$ cat src/design/bles_pkg.sv
// ----------------------------------------------------------------------------
// bles_pkg - shared types and constants
// Field widths, register indexes and reset values of the binary Laplacian
// edge stream, plus the window column and line store entry types.
// ----------------------------------------------------------------------------
package bles_pkg;

  localparam int PIX_W      = 8;
  localparam int THR_W      = 8;
  localparam int FW_W       = 11;
  localparam int FH_W       = 13;
  localparam int ROW_W      = 12;
  localparam int CFG_IDX_W  = 3;
  localparam int CFG_DATA_W = 13;
  localparam int MAX_HEIGHT = 4096;
  localparam int WIN_N      = 3;
  localparam int NB_CNT_W   = 4;

  localparam logic [CFG_IDX_W-1:0] CFG_THRESHOLD     = 3'd0;
  localparam logic [CFG_IDX_W-1:0] CFG_THRESHOLD_EN  = 3'd1;
  localparam logic [CFG_IDX_W-1:0] CFG_FILTER_EN     = 3'd2;
  localparam logic [CFG_IDX_W-1:0] CFG_FRAME_WIDTH   = 3'd3;
  localparam logic [CFG_IDX_W-1:0] CFG_FRAME_HEIGHT  = 3'd4;

  localparam logic [THR_W-1:0] THRESHOLD_RST = 8'd128;
  localparam logic [FW_W-1:0]  WIDTH_RST     = 11'd640;
  localparam logic [FH_W-1:0]  HEIGHT_RST    = 13'd480;

  localparam logic [PIX_W-1:0] PIX_SET = 8'hFF;
  localparam logic [PIX_W-1:0] PIX_CLR = 8'h00;

  localparam logic [NB_CNT_W-1:0] NB_ALL = 4'd8;

  // one column of the 3x3 window
  typedef struct packed {
    logic top;
    logic mid;
    logic bot;
  } win_col_t;

  // one line store entry: the two rows above the incoming one
  typedef struct packed {
    logic upper;
    logic middle;
  } line_pair_t;

endpackage

$ cat src/design/bles_if.sv
// ----------------------------------------------------------------------------
// bles_if - stream channels
// Valid/ready channels for pixel items in and result items out.
// ----------------------------------------------------------------------------
interface bles_in_if;
  import bles_pkg::*;

  logic             valid;
  logic             ready;
  logic             mode;
  logic [PIX_W-1:0] pixel_in;

  modport source (output valid, output mode, output pixel_in, input ready);
  modport sink   (input valid, input mode, input pixel_in, output ready);
endinterface

interface bles_out_if;
  import bles_pkg::*;

  logic             valid;
  logic             ready;
  logic [PIX_W-1:0] pixel_out;
  logic             last_pixel;

  modport source (output valid, output pixel_out, output last_pixel, input ready);
  modport sink   (input valid, input pixel_out, input last_pixel, output ready);
endinterface

$ cat src/design/bles_win_cell.sv
// ----------------------------------------------------------------------------
// bles_win_cell - one column of the 3x3 window
// Takes the column of its right-hand neighbour on each shift.
// ----------------------------------------------------------------------------
module bles_win_cell (
  input  logic              clk,
  input  logic              rst_n,
  input  logic              shift_en,
  input  bles_pkg::win_col_t col_in,
  output bles_pkg::win_col_t col_out
);
  import bles_pkg::*;

  win_col_t col_r;
  win_col_t col_nxt;

  always_comb begin
    col_nxt = shift_en ? col_in : col_r;
  end

  always_ff @(posedge clk) begin
    if (!rst_n) begin
      col_r <= '0;
    end else begin
      col_r <= col_nxt;
    end
  end

  assign col_out = col_r;

endmodule

$ cat src/design/bles_line_mem.sv
// ----------------------------------------------------------------------------
// bles_line_mem - line store
// One write port, one read port with registered read data (old data on a
// same-address read and write).
// ----------------------------------------------------------------------------
module bles_line_mem #(
  parameter int DEPTH = 1024,
  localparam int AW = $clog2(DEPTH)
) (
  input  logic                 clk,
  input  logic                 we,
  input  logic [AW-1:0]        waddr,
  input  bles_pkg::line_pair_t wdata,
  input  logic                 re,
  input  logic [AW-1:0]        raddr,
  output bles_pkg::line_pair_t rdata
);
  import bles_pkg::*;

  line_pair_t mem [DEPTH];
  line_pair_t rdata_r;

  always_ff @(posedge clk) begin
    if (we) begin
      mem[waddr] <= wdata;
    end
    if (re) begin
      rdata_r <= mem[raddr];
    end
  end

  assign rdata = rdata_r;

endmodule

$ cat src/design/binary_laplacian_edge_stream.sv
// ----------------------------------------------------------------------------
// binary_laplacian_edge_stream - thresholded 3x3 Laplacian edge detector
// Pixels come in on in_stream in raster order (mode 0), flush items (mode 1)
// drain the tail of a completed frame. Each pixel is reduced to one bit and,
// with the filter on, a 3x3 Laplacian over in-image neighbours gives 255 on
// a nonzero sum and 0 otherwise; last_pixel marks the frame's final result.
// Registers are written on cfg_we with cfg_index/cfg_wdata; the user must
// write them only while idle, as the block itself does not enforce it.
//
// Throughput: one item per clock while the output is not stalled. An item is
// decoded and its line store entry read in the accept cycle; the window column
// cells shift and the result is registered when the decode stage fires. With
// the filter on, the causing pixel is one row plus one pixel later than the
// window centre. A stalled receiver holds the output register; in_stream.ready
// then drops once the decode stage behind it is full as well; nothing is lost.
// Synchronous reset clears counters, window and registers to their defaults;
// the line store needs no clearing, unwritten entries only reach masked
// window positions.
// ----------------------------------------------------------------------------
module binary_laplacian_edge_stream #(
  parameter int MAX_WIDTH = 1024
) (
  input  logic                               clk,
  input  logic                               rst_n,
  bles_in_if.sink                            in_stream,
  bles_out_if.source                         out_stream,
  input  logic                               cfg_we,
  input  logic [bles_pkg::CFG_IDX_W-1:0]     cfg_index,
  input  logic [bles_pkg::CFG_DATA_W-1:0]    cfg_wdata
);
  import bles_pkg::*;

  localparam int CW = $clog2(MAX_WIDTH);
  localparam int EW = (CW + 1 > FW_W) ? CW + 1 : FW_W;

  typedef struct packed {
    logic [CW-1:0]    col;
    logic [ROW_W-1:0] row;
  } pos_t;

  typedef struct packed {
    pos_t pos;
    logic wrap;
  } adv_t;

  typedef struct packed {
    logic top_ok;
    logic bot_ok;
    logic left_ok;
    logic right_ok;
    logic last;
  } mask_t;

  typedef struct packed {
    logic             has_out;
    logic             direct;
    logic             win_upd;
    logic             mem_we;
    logic [CW-1:0]    addr;
    logic             low;
    mask_t            mask;
    logic [PIX_W-1:0] value;
  } s1_t;

  // configuration
  logic [THR_W-1:0] thr_r;
  logic             thr_en_r;
  logic             filt_en_r;
  logic [FW_W-1:0]  fw_r;
  logic [FH_W-1:0]  fh_r;

  logic [EW-1:0]    eff_w;
  logic [FH_W-1:0]  eff_h;

  pos_t in_pos_r,  in_pos_nxt;
  pos_t out_pos_r, out_pos_nxt;

  s1_t  s1_r, s1_nxt, s1_d;
  logic s1_valid_r, s1_valid_nxt;
  logic s1_load;
  logic s1_fire;
  logic accept;

  logic             pix_bit;
  logic [CW-1:0]    rd_addr;
  logic [EW-1:0]    flush_nx;

  logic       hit_r, hit_nxt;
  line_pair_t hit_data_r, hit_data_nxt;
  line_pair_t mem_rdata;
  line_pair_t rd;
  line_pair_t wr_data;
  logic       mem_we;

  win_col_t win     [WIN_N];
  win_col_t cell_in [WIN_N];
  win_col_t new_col;
  logic     win_shift;

  logic [NB_CNT_W-1:0] nb_cnt;
  logic                edge_hit;
  logic [PIX_W-1:0]    res_pix;

  logic             out_valid_r, out_valid_nxt;
  logic [PIX_W-1:0] out_pix_r, out_pix_nxt;
  logic             out_last_r, out_last_nxt;

  function automatic adv_t advance(pos_t p, logic [EW-1:0] w, logic [FH_W-1:0] h);
    adv_t a;
    a = '{pos: p, wrap: 1'b0};
    if (EW'(p.col) + EW'(1) >= w) begin
      a.pos.col = '0;
      if (FH_W'(p.row) + FH_W'(1) >= h) begin
        a.pos.row = '0;
        a.wrap    = 1'b1;
      end else begin
        a.pos.row = p.row + ROW_W'(1);
      end
    end else begin
      a.pos.col = p.col + CW'(1);
    end
    return a;
  endfunction

  function automatic mask_t edge_mask(pos_t p, logic [EW-1:0] w, logic [FH_W-1:0] h);
    mask_t m;
    m.top_ok   = (p.row != '0);
    m.bot_ok   = (FH_W'(p.row) + FH_W'(1) < h);
    m.left_ok  = (p.col != '0);
    m.right_ok = (EW'(p.col) + EW'(1) < w);
    m.last     = !m.bot_ok && !m.right_ok;
    return m;
  endfunction

  // configuration registers
  always_ff @(posedge clk) begin
    if (!rst_n) begin
      thr_r     <= THRESHOLD_RST;
      thr_en_r  <= 1'b1;
      filt_en_r <= 1'b1;
      fw_r      <= WIDTH_RST;
      fh_r      <= HEIGHT_RST;
    end else if (cfg_we) begin
      unique case (cfg_index)
        CFG_THRESHOLD:    thr_r     <= cfg_wdata[THR_W-1:0];
        CFG_THRESHOLD_EN: thr_en_r  <= cfg_wdata[0];
        CFG_FILTER_EN:    filt_en_r <= cfg_wdata[0];
        CFG_FRAME_WIDTH:  fw_r      <= cfg_wdata[FW_W-1:0];
        CFG_FRAME_HEIGHT: fh_r      <= cfg_wdata[FH_W-1:0];
        default: begin
        end
      endcase
    end
  end

  always_comb begin
    if (EW'(fw_r) < EW'(2)) begin
      eff_w = EW'(2);
    end else if (EW'(fw_r) > EW'(MAX_WIDTH)) begin
      eff_w = EW'(MAX_WIDTH);
    end else begin
      eff_w = EW'(fw_r);
    end
    if (fh_r < FH_W'(2)) begin
      eff_h = FH_W'(2);
    end else if (fh_r > FH_W'(MAX_HEIGHT)) begin
      eff_h = FH_W'(MAX_HEIGHT);
    end else begin
      eff_h = fh_r;
    end
  end

  // handshake
  assign s1_fire = s1_valid_r && (!s1_r.has_out || !out_valid_r || out_stream.ready);
  assign in_stream.ready = !s1_valid_r || s1_fire;
  assign accept = in_stream.valid && in_stream.ready;

  // decode stage: position bookkeeping and line store read
  always_comb begin
    adv_t a_in;
    adv_t a_out;
    pos_t base;

    pix_bit  = thr_en_r ? (in_stream.pixel_in >= thr_r) : in_stream.pixel_in[0];
    flush_nx = EW'(out_pos_r.col) + EW'(1);
    s1_load  = 1'b0;
    s1_d     = '0;
    rd_addr  = in_pos_r.col;
    in_pos_nxt  = in_pos_r;
    out_pos_nxt = out_pos_r;
    a_in  = advance(in_pos_r, eff_w, eff_h);
    a_out = advance(out_pos_r, eff_w, eff_h);
    base  = ((in_pos_r.col == '0) && (in_pos_r.row == '0)) ? pos_t'('0) : out_pos_r;

    if (!filt_en_r) begin
      if (!in_stream.mode) begin
        s1_load        = 1'b1;
        s1_d.has_out   = 1'b1;
        s1_d.direct    = 1'b1;
        s1_d.mask.last = a_in.wrap;
        s1_d.value     = thr_en_r ? (pix_bit ? PIX_SET : PIX_CLR) : in_stream.pixel_in;
        in_pos_nxt     = a_in.pos;
        out_pos_nxt    = a_in.pos;
      end
    end else if (in_stream.mode) begin
      if ((in_pos_r.col == '0) && (in_pos_r.row == '0) &&
          ((out_pos_r.col != '0) || (out_pos_r.row != '0))) begin
        rd_addr      = (flush_nx >= eff_w) ? '0 : flush_nx[CW-1:0];
        s1_load      = 1'b1;
        s1_d.has_out = 1'b1;
        s1_d.win_upd = 1'b1;
        s1_d.addr    = rd_addr;
        s1_d.low     = 1'b0;
        s1_d.mask    = edge_mask(out_pos_r, eff_w, eff_h);
        out_pos_nxt  = a_out.pos;
      end
    end else begin
      s1_load      = 1'b1;
      s1_d.win_upd = 1'b1;
      s1_d.mem_we  = 1'b1;
      s1_d.addr    = in_pos_r.col;
      s1_d.low     = pix_bit;
      in_pos_nxt   = a_in.pos;
      out_pos_nxt  = base;
      if ((in_pos_r.row >= ROW_W'(2)) ||
          ((in_pos_r.row == ROW_W'(1)) && (in_pos_r.col != '0))) begin
        s1_d.has_out = 1'b1;
        s1_d.mask    = edge_mask(base, eff_w, eff_h);
        out_pos_nxt  = advance(base, eff_w, eff_h).pos;
      end
    end
  end

  always_comb begin
    s1_nxt       = (accept && s1_load) ? s1_d : s1_r;
    s1_valid_nxt = (accept && s1_load) ? 1'b1 : (s1_fire ? 1'b0 : s1_valid_r);
    hit_nxt      = accept ? (s1_fire && s1_r.mem_we && (s1_r.addr == rd_addr)) : hit_r;
    hit_data_nxt = accept ? wr_data : hit_data_r;
  end

  always_ff @(posedge clk) begin
    if (!rst_n) begin
      in_pos_r   <= '0;
      out_pos_r  <= '0;
      s1_valid_r <= 1'b0;
      hit_r      <= 1'b0;
    end else begin
      if (accept) begin
        in_pos_r  <= in_pos_nxt;
        out_pos_r <= out_pos_nxt;
      end
      s1_valid_r <= s1_valid_nxt;
      hit_r      <= hit_nxt;
    end
  end

  always_ff @(posedge clk) begin
    s1_r       <= s1_nxt;
    hit_data_r <= hit_data_nxt;
  end

  // line store
  bles_line_mem #(
    .DEPTH (MAX_WIDTH)
  ) u_line_mem (
    .clk   (clk),
    .we    (mem_we),
    .waddr (s1_r.addr),
    .wdata (wr_data),
    .re    (accept),
    .raddr (rd_addr),
    .rdata (mem_rdata)
  );

  // window stage
  always_comb begin
    rd        = hit_r ? hit_data_r : mem_rdata;
    new_col   = '{top: rd.upper, mid: rd.middle, bot: s1_r.low};
    wr_data   = '{upper: rd.middle, middle: s1_r.low};
    mem_we    = s1_fire && s1_r.mem_we;
    win_shift = s1_fire && s1_r.win_upd;
    cell_in[0] = win[1];
    cell_in[1] = win[2];
    cell_in[2] = new_col;
  end

  for (genvar i = 0; i < WIN_N; i++) begin : g_cell
    bles_win_cell u_cell (
      .clk      (clk),
      .rst_n    (rst_n),
      .shift_en (win_shift),
      .col_in   (cell_in[i]),
      .col_out  (win[i])
    );
  end

  // evaluated on the window as it stands after this shift
  always_comb begin
    nb_cnt = NB_CNT_W'(win[1].top & s1_r.mask.top_ok & s1_r.mask.left_ok)
           + NB_CNT_W'(win[1].mid & s1_r.mask.left_ok)
           + NB_CNT_W'(win[1].bot & s1_r.mask.bot_ok & s1_r.mask.left_ok)
           + NB_CNT_W'(win[2].top & s1_r.mask.top_ok)
           + NB_CNT_W'(win[2].bot & s1_r.mask.bot_ok)
           + NB_CNT_W'(new_col.top & s1_r.mask.top_ok & s1_r.mask.right_ok)
           + NB_CNT_W'(new_col.mid & s1_r.mask.right_ok)
           + NB_CNT_W'(new_col.bot & s1_r.mask.bot_ok & s1_r.mask.right_ok);
    edge_hit = win[2].mid ? (nb_cnt != NB_ALL) : (nb_cnt != '0);
    res_pix  = s1_r.direct ? s1_r.value : (edge_hit ? PIX_SET : PIX_CLR);
  end

  // output register
  always_comb begin
    if (s1_fire && s1_r.has_out) begin
      out_valid_nxt = 1'b1;
      out_pix_nxt   = res_pix;
      out_last_nxt  = s1_r.mask.last;
    end else begin
      out_valid_nxt = out_stream.ready ? 1'b0 : out_valid_r;
      out_pix_nxt   = out_pix_r;
      out_last_nxt  = out_last_r;
    end
  end

  always_ff @(posedge clk) begin
    if (!rst_n) begin
      out_valid_r <= 1'b0;
    end else begin
      out_valid_r <= out_valid_nxt;
    end
  end

  always_ff @(posedge clk) begin
    out_pix_r  <= out_pix_nxt;
    out_last_r <= out_last_nxt;
  end

  assign out_stream.valid      = out_valid_r;
  assign out_stream.pixel_out  = out_pix_r;
  assign out_stream.last_pixel = out_last_r;

endmodule

$ cat src/flat_wrapper.sv
// flat-port wrapper written by rule: the top's interface ports become plain ports
module binary_laplacian_edge_stream_flat import bles_pkg::*;
#(
  parameter int MAX_WIDTH = 1024
)
  (clk, rst_n, cfg_we, cfg_index, cfg_wdata, in_stream_valid, in_stream_mode, in_stream_pixel_in, in_stream_ready, out_stream_valid, out_stream_pixel_out, out_stream_last_pixel, out_stream_ready);
  bles_in_if in_stream_i ();
  bles_out_if out_stream_i ();
  input  logic clk;
  input  logic rst_n;
  input  logic cfg_we;
  input  logic [bles_pkg::CFG_IDX_W-1:0] cfg_index;
  input  logic [bles_pkg::CFG_DATA_W-1:0] cfg_wdata;
  input wire logic [$bits(in_stream_i.valid)-1:0] in_stream_valid;
  input wire logic [$bits(in_stream_i.mode)-1:0] in_stream_mode;
  input wire logic [$bits(in_stream_i.pixel_in)-1:0] in_stream_pixel_in;
  output wire logic [$bits(in_stream_i.ready)-1:0] in_stream_ready;
  output wire logic [$bits(out_stream_i.valid)-1:0] out_stream_valid;
  output wire logic [$bits(out_stream_i.pixel_out)-1:0] out_stream_pixel_out;
  output wire logic [$bits(out_stream_i.last_pixel)-1:0] out_stream_last_pixel;
  input wire logic [$bits(out_stream_i.ready)-1:0] out_stream_ready;
  assign in_stream_i.valid = in_stream_valid;
  assign in_stream_i.mode = in_stream_mode;
  assign in_stream_i.pixel_in = in_stream_pixel_in;
  assign in_stream_ready = in_stream_i.ready;
  assign out_stream_valid = out_stream_i.valid;
  assign out_stream_pixel_out = out_stream_i.pixel_out;
  assign out_stream_last_pixel = out_stream_i.last_pixel;
  assign out_stream_i.ready = out_stream_ready;
  binary_laplacian_edge_stream #(.MAX_WIDTH(MAX_WIDTH)) u_core (.clk(clk), .rst_n(rst_n), .in_stream(in_stream_i), .out_stream(out_stream_i), .cfg_we(cfg_we), .cfg_index(cfg_index), .cfg_wdata(cfg_wdata));
endmodule
$ cat config.mk
export PLATFORM = sky130hd
export DESIGN_NAME = binary_laplacian_edge_stream_flat
export DESIGN_NICKNAME = d
export VERILOG_FILES = /design/src/design/bles_pkg.sv /design/src/design/bles_if.sv /design/src/design/bles_win_cell.sv /design/src/design/bles_line_mem.sv /design/src/design/binary_laplacian_edge_stream.sv /design/src/flat_wrapper.sv
export SDC_FILE = /design/constraint.sdc
export NUM_CORES = 2
export LEC_CHECK = 0
export BUFFER_PORTS_ARGS = -buffer_cell sky130_fd_sc_hd__buf_4
export CAP_MARGIN = 20
export CORE_UTILIZATION = 64
export DETAILED_ROUTE_END_ITERATION = 10
export PLACE_DENSITY_LB_ADDON = 0.12
export SLEW_MARGIN = 20
export SYNTH_ARGS = -nofsm -noshare
export SYNTH_HDL_FRONTEND = slang
export SYNTH_SLANG_ARGS = --single-unit
export TNS_END_PERCENT = 30
$ cat constraint.sdc
create_clock -name clk -period 21.2 [get_ports clk]
set_input_delay 2.12 -clock clk [delete_from_list [all_inputs] [get_ports clk]]
set_output_delay 2.12 -clock clk [all_outputs]
set_load 0.005 [all_outputs]
# == After elaboration in Yosys (flattened, before gate mapping) ==
# Memory sizes are Yosys's and may differ from the RTL's. A register that Yosys moved wholly into a read port is not among the register bits.
# Index checks and enable logic that the tools add are counted.
# W data, S select, Z words.
# op_classes
shifts,0
muxes,52
bitwise_logic,13
eq_ne,10
order_cmp,16
n_addsub,19
reduce_logical,44
div,0
multipliers,0
# op_table
op,n
$mux W22,6
$mux W10,7
$mux W13,5
$add A12 B1 Y13 const B,3
$ge A13 B13 Y1,3
$add A12 B1 Y12 const B,3
$mux W12,3
$add A10 B1 Y11 const B,3
$ge A11 B11 Y1,3
$mux W16,2
$mux W8,4
$add A10 B1 Y10 const B,3
$reduce_bool A10 Y1,3
$add A4 B4 Y4,7
$lt A13 B13 Y1,2
$reduce_bool A12 Y1,2
$lt A11 B11 Y1,2
$mux W11,2
$mux W1,19
$and A4 B1 Y4,4
$gt A13 B13 Y1 const B,1
$lt A13 B2 Y1 const B,1
$eq A12 B1 Y1 const B,1
$ge A12 B2 Y1 const B,1
other kinds (26),64
# totals
reg_bits,126
latchBits,0
word_cells,189
ramBits,2048
input_bits,30
memories,1
romBits,0
# mem_list
memory,words,width,rd,rd_clocked_by_memory_dff,write_ports,line_no,text
u_core.u_line_mem.mem,1024,2,1,1,1,bles_line_mem.sv:20,line_pair_t mem [DEPTH];

# == Depth between registers and ports, before layout ==
# logic_depth
depth_word,13
ltp_mapped,24
ltp_nobuf,21

# == Modules after synthesis ==
# Synthesis repeated with hierarchy kept, for this count alone.
# unflattened
hier_cells,5970
area_unflattened_um2,93244.4
# by_module_without_submodules
module,seq_area_each_um2,cells_each,instances,area_each_um2
bles_line_mem,61559.0,4793,1,83777.8
binary_laplacian_edge_stream,2792.7,1159,1,9248.9
bles_win_cell,60.1,9,2,108.9

# == Worst setup path after synthesis ==
# OpenSTA, ideal clock, no wires.
# synth_timing
path_kind,reg2reg
start,register u_core.s1_r (netlist bit u_core.cell_in[0])
end,"register u_core.out_pix_r[0], in the netlist u_core.out_stream.pixel_out[0] (data pin)"
setup_time_ns,0.131
path_buffers,0
arrival_time_ns,16.157
slack_ns,4.912
required_ns,21.069
stages_incl_launch_ff,13
period_less_slack_ns,16.288
cell_sequence,edfxtp_1 > and3_1 > fa_1 > inv_1 > fa_1 > inv_1 > fa_1 > ha_1 > inv_1 > fa_1 > nor3b_1 > a21oi_1 > a21o_1
# synth_between
elab_chain_cells,7
# synth_rtl
item,line_no,text
from (decl),binary_laplacian_edge_stream.sv:78,"s1_t s1_r, s1_nxt, s1_d;"
from (signal assigned),binary_laplacian_edge_stream.sv:258,s1_r <= s1_nxt;
$and A1 B1 Y1 *,binary_laplacian_edge_stream.sv:306,+ NB_CNT_W'(new_col.bot & s1_r.mask.bot_ok & s1_r.mask.right_ok);
$and A4 B1 Y4 *,binary_laplacian_edge_stream.sv:306,
$add A4 B4 Y4 *,binary_laplacian_edge_stream.sv:306,
$ne A4 B4 Y1 or $reduce_bool A4 Y1 (tied branches),binary_laplacian_edge_stream.sv:307,edge_hit = win[2].mid ? (nb_cnt != NB_ALL) : (nb_cnt != '0);
$mux W1 *,binary_laplacian_edge_stream.sv:307,
$mux W8 * (2 in a row),binary_laplacian_edge_stream.sv:308,res_pix = s1_r.direct ? s1_r.value : (edge_hit ? PIX_SET : PIX_CLR);
named net u_core.res_pix[0],binary_laplacian_edge_stream.sv:102,logic [PIX_W-1:0] res_pix;
to (signal assigned),binary_laplacian_edge_stream.sv:333,out_pix_r <= out_pix_nxt;
to (decl),binary_laplacian_edge_stream.sv:105,"logic [PIX_W-1:0] out_pix_r, out_pix_nxt;"
# Mark *: on every way through the listed nets, which the timed path passes. The rest lies on a longest branch.
# A chain may end at the register's enable or synchronous reset.

# == Final worst setup path ==
# layout_timing
start,register u_core.out_pos_r[14] (netlist bit)
end,"register, netlist name u_core.u_line_mem.rdata[1]"
# layout_between
elab_chain_cells,6
# layout_rtl
item,line_no,text
from (decl),binary_laplacian_edge_stream.sv:76,"pos_t out_pos_r, out_pos_nxt;"
from (signal assigned),binary_laplacian_edge_stream.sv:250,out_pos_r <= out_pos_nxt;
$add A10 B1 Y11 or $reduce_bool A10 Y1 (tied branches),"binary_laplacian_edge_stream.sv:185, binary_laplacian_edge_stream.sv:207",
$ge A11 B11 Y1 or $logic_or A1 B1 Y1 (tied branches),"binary_laplacian_edge_stream.sv:208, binary_laplacian_edge_stream.sv:207",
$mux W10 or $logic_and A1 B1 Y1 (tied branches),"binary_laplacian_edge_stream.sv:208, binary_laplacian_edge_stream.sv:206",
$mux W10 *,binary_laplacian_edge_stream.sv:206,if ((in_pos_r.col == '0) && (in_pos_r.row == '0) &&
$mux W10 *,binary_laplacian_edge_stream.sv:205,end else if (in_stream.mode) begin
$mux W10 *,binary_laplacian_edge_stream.sv:195,if (!filt_en_r) begin
# Every way passes the cells marked *; elsewhere a longest branch is shown, timed or not.

==> flow_metrics.env <==
export IMPL_status="finished clean"
export IMPL_grt_util_met3_pct=8.795
export IMPL_cp_max_fo=77
export IMPL_post_drt_wl_per_cell_um=27.74
export IMPL_path_clk_slew_ns=0.06
export IMPL_sw_frac_of_total_pct=26.61
export IMPL_fp_coreArea_um2=146100
export IMPL_area_delta_synth_final_pct=8.626
export IMPL_cts_resized=0
export IMPL_p_seq_share_pct=49.2
export IMPL_drt_pass1_iterations=6
export IMPL_r2r_worst_path_cells=22
export IMPL_maxSlewHeadroom_pct=16.93
export IMPL_synth_edf_count=2089
export IMPL_worst_setup_path_end_kind="flip-flop"
export IMPL_async_reset_ff_share_pct=0
export IMPL_yosysSeqAreaShare_pct=68.18
export IMPL_hold_violations=0
export IMPL_synth_cells=8030
export IMPL_clk_latency_ns=0.85
export IMPL_postSynthNetCount=8161
export IMPL_internal_power_mw=7.335
export IMPL_finalSetupViolCount=0
export IMPL_cts_setup_buffers=0
export IMPL_r2r_end="u_core.u_line_mem.rdata[1]"
export IMPL_cts_buffers=211
export IMPL_worst_hold_path_endpoint="u_core.out_stream.last_pixel"
export IMPL_comb_power_share_pct=13.8
export IMPL_ant_nets=0
export IMPL_antenna_found_initial=9
export IMPL_max_clock_path_buffers=3
export IMPL_grt_pass1_wl_um=400600
export IMPL_htree_levels=4
export IMPL_dieArea_um2=149300
export IMPL_period_minus_slack_ns=8.586
export IMPL_grt_usage_pct=36.63
export IMPL_worstHoldStart="u_core.s1_r[8]"
export IMPL_synth_area_um2=94560
export IMPL_drc_errors=0
export IMPL_ios=41
export IMPL_peakVddDrop_mv=0.07600
export IMPL_clkPwrFrac_pct=37.0
export IMPL_syn_area_per_cell_um2=11.78
export IMPL_drt_iter0_drc=10123
export IMPL_fp_dieH_um=386.4
export IMPL_top_usage_layer="met2"
export IMPL_clock_sinks=2176
export IMPL_grt_max_degree=245
export IMPL_final_common_cell="edfxtp_1"
export IMPL_arrival_ns=9.14
export IMPL_vias=66217
export IMPL_setup_tns_ns=0
export IMPL_dp_hpwl_um=153200
export IMPL_die_w_um=386.4
export IMPL_rows=140
export IMPL_ys_flop_type="edfxtp_1"
export IMPL_crit_required_ns=21.75
export IMPL_hp_class="flip-flop to flip-flop"
export IMPL_grt_pass1_vias=62508
export IMPL_placed_cells=9524
export IMPL_start_kind="flip-flop"
export IMPL_p_leak_nw=34.53
export IMPL_use_met2_pct=55.14
export IMPL_synth_distinct_cells=88
export IMPL_min_period_over_period_pct=40.50
export IMPL_nFillCells=10202
export IMPL_layout_drive_gt1_share_pct=7.330
export IMPL_power_density_nw_per_um2=97.31
export IMPL_cts_tree="yes"
export IMPL_synth_simple_gate_area_share_pct=15.76
export IMPL_power_switching_mw=2.660
export IMPL_place_congestion=0.9555
export IMPL_met1_usage_pct=50.49
export IMPL_reg2reg_from="u_core.out_pos_r[14]"
export IMPL_fmax_mhz=116.5
export IMPL_hold_buffers=0
export IMPL_cap_violations=0
export IMPL_io_buffers=40
export IMPL_rsz0062_at_grt="false"
export IMPL_hold_path_depth=0
export IMPL_synth_compound_area_share_pct=8.210
export IMPL_grt_ovfl_total=0
export IMPL_synth_fa_ha_area_share_pct=1.368
export IMPL_clock_root_buffer="clkbuf_16"
export IMPL_synth_seq_cells=2176
export IMPL_synth_top_family_by_area="simple AND/OR/NAND/NOR gates"
export IMPL_tightestPinTransition_ns=1.242
export IMPL_yosysWarnings=0
export IMPL_r2r_setup_slack_ns=12.61
export IMPL_final_cell_mix="2,089 x edfxtp_1, 1,630 x nand2_1, 1,128 x nor2_1"
export IMPL_fin_nets=7951
export IMPL_synth_xor_area_share_pct=0.5094
export IMPL_fin_cells=9914
export IMPL_slew_viol_final=0
export IMPL_clock_skew_ns=0.03311
export IMPL_crit_type="flip-flop to flip-flop"
export IMPL_via_per_inst=6.679
export IMPL_finalWirelength_um=275100
export IMPL_synth_mux_area_share_pct=2.712
export IMPL_initial_core_util_pct=64.73
[state kept, by name, indices dropped and copies added, names as in the netlist]
| name | count |
|---|---|
| u_core.cell_in | 1 |
| u_core.g_cell.u_cell.col_out | 6 |
| u_core.out_pos_r | 22 |
| u_core.filt_en_r | 1 |
| u_core.out_stream.last_pixel | 1 |
| u_core.out_stream.valid | 1 |
| u_core.thr_en_r | 1 |
| u_core.hit_data_r | 2 |
| u_core.u_line_mem.rdata | 2 |
| u_core.u_line_mem.mem | 2048 |
| u_core.fh_r | 13 |
| u_core.s1_r | 27 |
| u_core.s1_valid_r | 1 |
| u_core.thr_r | 8 |
| u_core.out_stream.pixel_out | 8 |
| u_core.hit_r | 1 |
| u_core.fw_r | 11 |
| u_core.in_pos_r | 22 |
[power by group through the flow]
stage | Combinational, mW | Sequential [mW] | Clock, mW
final | 1.38 | 4.92 | 3.70
after CTS | 1.35 | 4.92 | 3.71
after detailed placement | 1.34 | 5.01 | 0
after floorplan | 0.897 | 5.16 | 0
after global routing | 1.47 | 4.92 | 3.87
after global placement | 1.32 | 5.01 | 0
[final cells by class]
class                      count  area, µm²  area share (%)
clock inverter               124       1251           1.218
tap                         1917       2399           2.335
clock buffer                 263       5507           5.361
sequential                  2176      64470           62.76
inverter                      56      210.2          0.2046
timing repair buffer         192       1618           1.575
antenna                        3      7.507        0.007308
multi-input combinational   5183      27260           26.54
[per-stage QoR]
step | power [mW] | cell area (µm²) | util (%) | hold slack (ns) | setup slack (ns)
final | 9.996 | 102700 | 70.31 | 0.4328 | 12.61
after global routing | 10.25 | 102700 | 70.31 | 0.4583 | 12.17
after CTS | 9.974 | 102700 | 70.30 | 0.4406 | 12.80
after detailed placement | 6.348 | 95950 | 65.68 | 0.4261 | 12.85
after global placement | 6.330 | 95860 | 65.61 | 0.4031 | 12.45
after floorplan | 6.055 | 94560 | - | 0.4003 | 4.912
[critical path, stage by stage, from the launching register on]
cell       delay [ns]
dfxtp_1          0.52
nand3_1          0.19
nor3_1           0.45
and3_1           0.24
xnor2_1          0.21
inv_1            0.11
ha_1             0.31
nand4_1          0.23
nor3_1           0.64
a2111oi_4        0.08
buf_4            0.24
a22oi_4          0.21
buf_4            0.75
buf_4            0.89
buf_4            0.65
mux2i_1          0.30
o22ai_1          0.13
a311oi_1         0.40
a22oi_1          0.20
nand2_1          0.28
nand2_1          0.11
a211oi_1         0.88
nor4_2           0.10
[synthesized netlist by cell type, types with 20 or more instances]
library cell / n / area [µm²]
a32oi_1: 62 / 543.0
clkbuf_1: 290 / 1089
buf_2: 228 / 1141
nand3_1: 456 / 2282
xor2_1: 21 / 183.9
nor3_1: 49 / 245.2
and3_1: 92 / 575.6
o22ai_1: 86 / 538.0
buf_4: 47 / 352.8
a22oi_1: 133 / 998.5
o21ai_0: 59 / 295.3
a21o_1: 20 / 150.1
nor2_1: 1132 / 4249
mux2i_1: 254 / 2542
a31oi_1: 82 / 513.0
edfxtp_1: 2089 / 62730
a211oi_1: 53 / 397.9
nand4_1: 48 / 300.3
a21oi_1: 483 / 2417
dfxtp_1: 87 / 1742
inv_1: 54 / 202.7
a221oi_1: 22 / 192.7
ha_1: 97 / 1214
buf_1: 37 / 138.9
xnor2_1: 34 / 297.8
nand2_1: 1675 / 6287
nor4_1: 24 / 150.1
o21a_1: 33 / 247.7
a311oi_1: 31 / 271.5
[per-layer routing]
| layer | part of all wire [%] | vias up |
|---|---|---|
| met5 | 0.061 | - |
| met4 | 5.3 | 14 |
| met3 | 13 | 770 |
| met2 | 45 | 4501 |
| met1 | 37 | 32297 |
| li1 | - | 28635 |
[cell families after synthesis]
group | Yosys count
DFF | 2176
and+or+nand+nor | 3582
muxes | 256
buffers and inverters | 671
adders and majority gates | 101
xor gates and xnor gates | 55
AOI/OAI and AO/OA | 1189
[worst max path at each step]
stage	start	endpoint	slack, ns	cells after the start
global route	u_core.out_pos_r[14]	u_core.u_line_mem.rdata[1]	12.17	22
detailed placement	u_core.out_pos_r[14]	u_core.u_line_mem.rdata[1]	12.85	22
CTS	u_core.out_pos_r[14]	u_core.u_line_mem.rdata[1]	12.80	22
floorplan	u_core.cell_in[0]	u_core.out_stream.pixel_out[0]	4.91	12
finish	u_core.out_pos_r[14]	u_core.u_line_mem.rdata[1]	12.61	22
global placement	in_stream_mode	u_core.u_line_mem.rdata[0]	12.45	16
No activity file was read; power rests on OpenSTA's default activity.
